File: src/rtl/first_fit_heap_allocator_unit_defines.svh
`ifndef FIRST_FIT_HEAP_ALLOCATOR_UNIT_DEFINES_SVH
`define FIRST_FIT_HEAP_ALLOCATOR_UNIT_DEFINES_SVH

// Check a condition in the same cycle as its trigger.
`define FFHA_ASSERT_SAME(label, ante, cons, msg) \
  label: assert property (@(posedge clk) disable iff (rst) (ante) |-> (cons)) \
    else $error(msg);

// Check a condition in the cycle after its trigger.
`define FFHA_ASSERT_NEXT(label, ante, cons, msg) \
  label: assert property (@(posedge clk) disable iff (rst) (ante) |=> (cons)) \
    else $error(msg);

`endif

File: src/rtl/ffha_ram.sv
`default_nettype none

module ffha_ram #(
  parameter int unsigned WIDTH = 8,
  parameter int unsigned DEPTH = 256
) (
  input  wire logic                     clk,
  input  wire logic                     we,
  input  wire logic [$clog2(DEPTH)-1:0] waddr,
  input  wire logic [WIDTH-1:0]         wdata,
  input  wire logic [$clog2(DEPTH)-1:0] raddr,
  output logic      [WIDTH-1:0]         rdata
);

  logic [WIDTH-1:0] mem [DEPTH];

  always_ff @(posedge clk) begin
    if (we) begin
      mem[waddr] <= wdata;
    end
    rdata <= mem[raddr];
  end

endmodule

`default_nettype wire

File: config.mk
export PLATFORM = sky130hd
export DESIGN_NAME = ffha_ram
export DESIGN_NICKNAME = d
export VERILOG_FILES = /design/src/rtl/first_fit_heap_allocator_unit_defines.svh /design/src/rtl/ffha_ram.sv
export SDC_FILE = /design/constraint.sdc
export NUM_CORES = 2
export LEC_CHECK = 0
export ABC_AREA = 1
export BUFFER_PORTS_ARGS = -buffer_cell sky130_fd_sc_hd__buf_4
export CELL_PAD_IN_SITES_DETAIL_PLACEMENT = 0
export CELL_PAD_IN_SITES_GLOBAL_PLACEMENT = 2
export CORE_MARGIN = 2
export CORE_UTILIZATION = 48
export DETAILED_ROUTE_END_ITERATION = 8
export GPL_TIMING_DRIVEN = 0
export MAX_ROUTING_LAYER = met4
export PLACE_DENSITY = 0.9
export SETUP_SLACK_MARGIN = 0.02
export SYNTH_ARGS = -nofsm -noshare
export SYNTH_HDL_FRONTEND = slang
export SYNTH_SLANG_ARGS = --single-unit
File: constraint.sdc
create_clock -name clk -period 4.8 [get_ports clk]
set_input_delay 0.96 -clock clk [delete_from_list [all_inputs] [get_ports clk]]
set_output_delay 0.96 -clock clk [all_outputs]
set_load 0.02 [all_outputs]
==> summary.md <==
| Metric | Value |
|---|---|
| Flop pwr share | `50.6%` |
| # IOs | `34` |
| Maximum VDD drop | `0.000426 V` |
| Switching Fraction | `24.8%` |
| CTS Hold Bufs | `0` |
| Mapped Area | `83,400 sq um` |
| Initial antenna violation count | `19` |
| Netlist cell types | `14` |
| Post-cts sizing count | `0` |
| GP Congestion | `about 1.1` |
| Final Instance Area | `93,900 sq um` |
| Die ar. | `177,000 sq um` |
| Initial Util | `48.5%` |
| Vias in the first global route | `between 50,000 and 60,000` |
| FF+latch area | `61,700 sq um` |
| Clock tree root driver cell | `clkbuf_16` |
| Final setup vio count | `0` |
| Failing checks | `max-capacitance violations, max-slew violations` |
| Post-Place Worst Slack | `-0.0240 ns` |
| Mean post-synth cell area | `between 10 and 15 sq um` |
| Cts bufs inserted | `213` |
| Final min period | `4.15 ns` |
| Required @ worst endpoint | `5.59 ns` |
| Mapped Cells | `7,003` |
| Core area | `172,000 sq um` |
| Worst hold path type | `input pin to register` |
| Post-CTS Setup Bufs | `0` |
| CTS Buffer Depth | `3` |
| Clock latency on the worst-skew pair | `0.89 ns` |
| Total gr overflow | `0` |
| RSZ-0062 raised after global routing | `no` |
| Final setup TNS | `0 ns` |
| H-Tree Depth | `4` |
| TritonCTS clock tree | `built` |
| Drt first pass iters | `6` |
| Seq cells post-synth | `2,056` |
| Startpoint Class | `input pin` |
| WL per Instance | `36.3 um` |
| Max-cap check violation count | `11` |
| Sequential-to-total area share from yosys stat | `73.9%` |
| Slew Viols, Final | `116` |
| Clock Power Share | `41.6%` |
| Final setup margin | `0.654 ns` |
| Crit-path max FO | `10` |
| Logic pwr share | `under 10%` |
| Least-Margin Pin Slew | `roughly 1.6 ns` |
| Die Y | `approximately 420 um` |
| Remaining DRCs | `0` |
| Syn Nets | `7,029` |
| Final layout net count | `between 7,000 and 8,000` |
| Max Clock Freq | `241 MHz` |
| Leak | `0.0328 uW` |
| Layout cells sized above 1 | `9.58%` |
| Final wirelength | `around 350,000 um` |
| Hpwl dp | `245,000 um` |
| Drt initial violations | `12,000` |
| Die W | `between 400 and 500 um` |
| Ys Warns | `0` |
| Clk pin slew, worst setup/hold paths | `approximately 0.060 ns` |
| Switching power | `9700 uW` |
| Layout Utilization | `54.5%` |
| Sink Count | `2,056` |
| Global-route wire length before repair | `470,000 um` |
| WHS Path Cells | `1` |
| Multi-input logic area | `19,200 sq um` |
| Row count | `152` |
| All-layer global routing usage | `about 40%` |
| Status | `finished with violations` |
| Hold Vio Cnt, Final | `0` |
| Crit share post-route | `86.4%` |
| Filler cell count | `14,500` |
| Final antenna-violating net count | `0` |
| Synthesis-to-layout area growth | `12.5%` |
| Ys async rst share | `0%` |
| Critical path type | `input pin to register` |
| Top_reg_cell synth | `edfxtp_1` |
| Internal cell power | `29,400 uW` |
| Via count | `61,900` |
| Crit. End Element | `register` |
| FF-to-FF path depth | `10` |
| Post-DP Area | `between 80,000 and 90,000 sq um` |
| Worst Skew | `0.0453 ns` |
| Slew headroom | `-5.20%` |
| Vias per cell | `6.33` |
| Post-synth EDFFs | `around 2,000` |
| Power density cells | `417 nW/um^2` |
| Worst endpoint data arrival time | `4.94 ns` |
| I/O Buffers | `26` |
| Largest net degree at the start of global routing | `approximately 140` |
==> per-layer routing <==
layer | vias up | track usage (%) | wire length [um]
met5 | - | - | 0
met4 | 0 | 22.0 | 21900
met3 | 796 | 11.8 | 49100
met2 | 4730 | 56.5 | 149000
met1 | 30900 | 55.1 | 134000
li1 | 25400 | - | -
==> metrics by stage <==
stage / instances / total power [uW] / hold WS [ns]
floorplan: 7003 / 21400 / 0.835
global placement: 9339 / 23000 / 1.03
detailed placement: 9356 / 23100 / 1.03
CTS: 9754 / 38800 / 0.476
global route: 9769 / 39700 / 0.502
finish: 9775 / 39100 / 0.489
==> layout by cell type, fill, tap and decap left out, drive strengths merged <==
master       n
buf        416
bufinv      14
clkbuf     379
clkinv     104
clkinvlp     5
dfxtp        8
diode       19
edfxtp    2048
inv         47
nand2     2123
nand3     2019
nor2       283
==> path summary, 6_finish.rpt <==
path	slack [ns]	endpoint	startpoint
worst max register to register	2.33	rdata[7]	mem[109][7]
worst min register to register	1.05	rdata[2]	mem[216][2]
worst max-delay path	0.65	rdata[5]	raddr[2]
worst min-delay path	0.49	mem[96][4]	wdata[4]
==> power groups by stage <==
| stage | sequential [uW] | combinational [uW] | clock [uW] |
|---|---|---|---|
| floorplan | 20200 | 1220 | 0 |
| global placement | 20200 | 2790 | 0 |
| detailed placement | 20200 | 2870 | 0 |
| CTS | 19800 | 2880 | 16200 |
| global route | 19800 | 3070 | 16800 |
| finish | 19800 | 3040 | 16300 |
==> sequential cells by signal (all words and copies together) (netlist names) <==
signal  flops
mem      2048
rdata       8
==> cells in the mapped netlist, types with 2 or more instances <==
| master | n | area, sq um |
|---|---|---|
| nand2_1 | 2123 | 7970 |
| edfxtp_1 | 2048 | 61500 |
| nand3_1 | 2019 | 10100 |
| nor2_1 | 283 | 1060 |
| buf_2 | 268 | 1340 |
| clkbuf_1 | 112 | 420 |
| buf_4 | 46 | 345 |
| buf_1 | 40 | 150 |
| inv_1 | 36 | 135 |
| buf_6 | 16 | 180 |
| dfxtp_1 | 8 | 160 |
| inv_2 | 2 | 7.51 |
==> critical path: stages <==
cell      delay [ns]
buf_2           0.33
clkbuf_1        0.88
clkbuf_1        1.08
nand3_1         0.22
nand3_1         0.14
nand3_1         0.26
nand3_1         0.22
nand3_1         0.39
nand2_1         0.18
nand2_1         0.06
nand2_1         0.18
==> cell families after synthesis <==
group	Yosys count	synth area share [%]
and+or+nand+nor	4425	22.9
buffers and inverters	522	3.12
DFF	2056	73.9
==> final cells by class <==
type,instances,share of cell area [%]
Clock inverter,131,1.19
Multi-Input combinational cell,4425,20.4
Inverter,39,0.159
Timing Repair Buffer,45,0.755
Clock buffer,267,5.98
Sequential cell,2056,65.7
Buffer,483,2.64
Tap cell,2310,3.08
Antenna cell,19,0.0507
(Power assumes the default switching activity.)
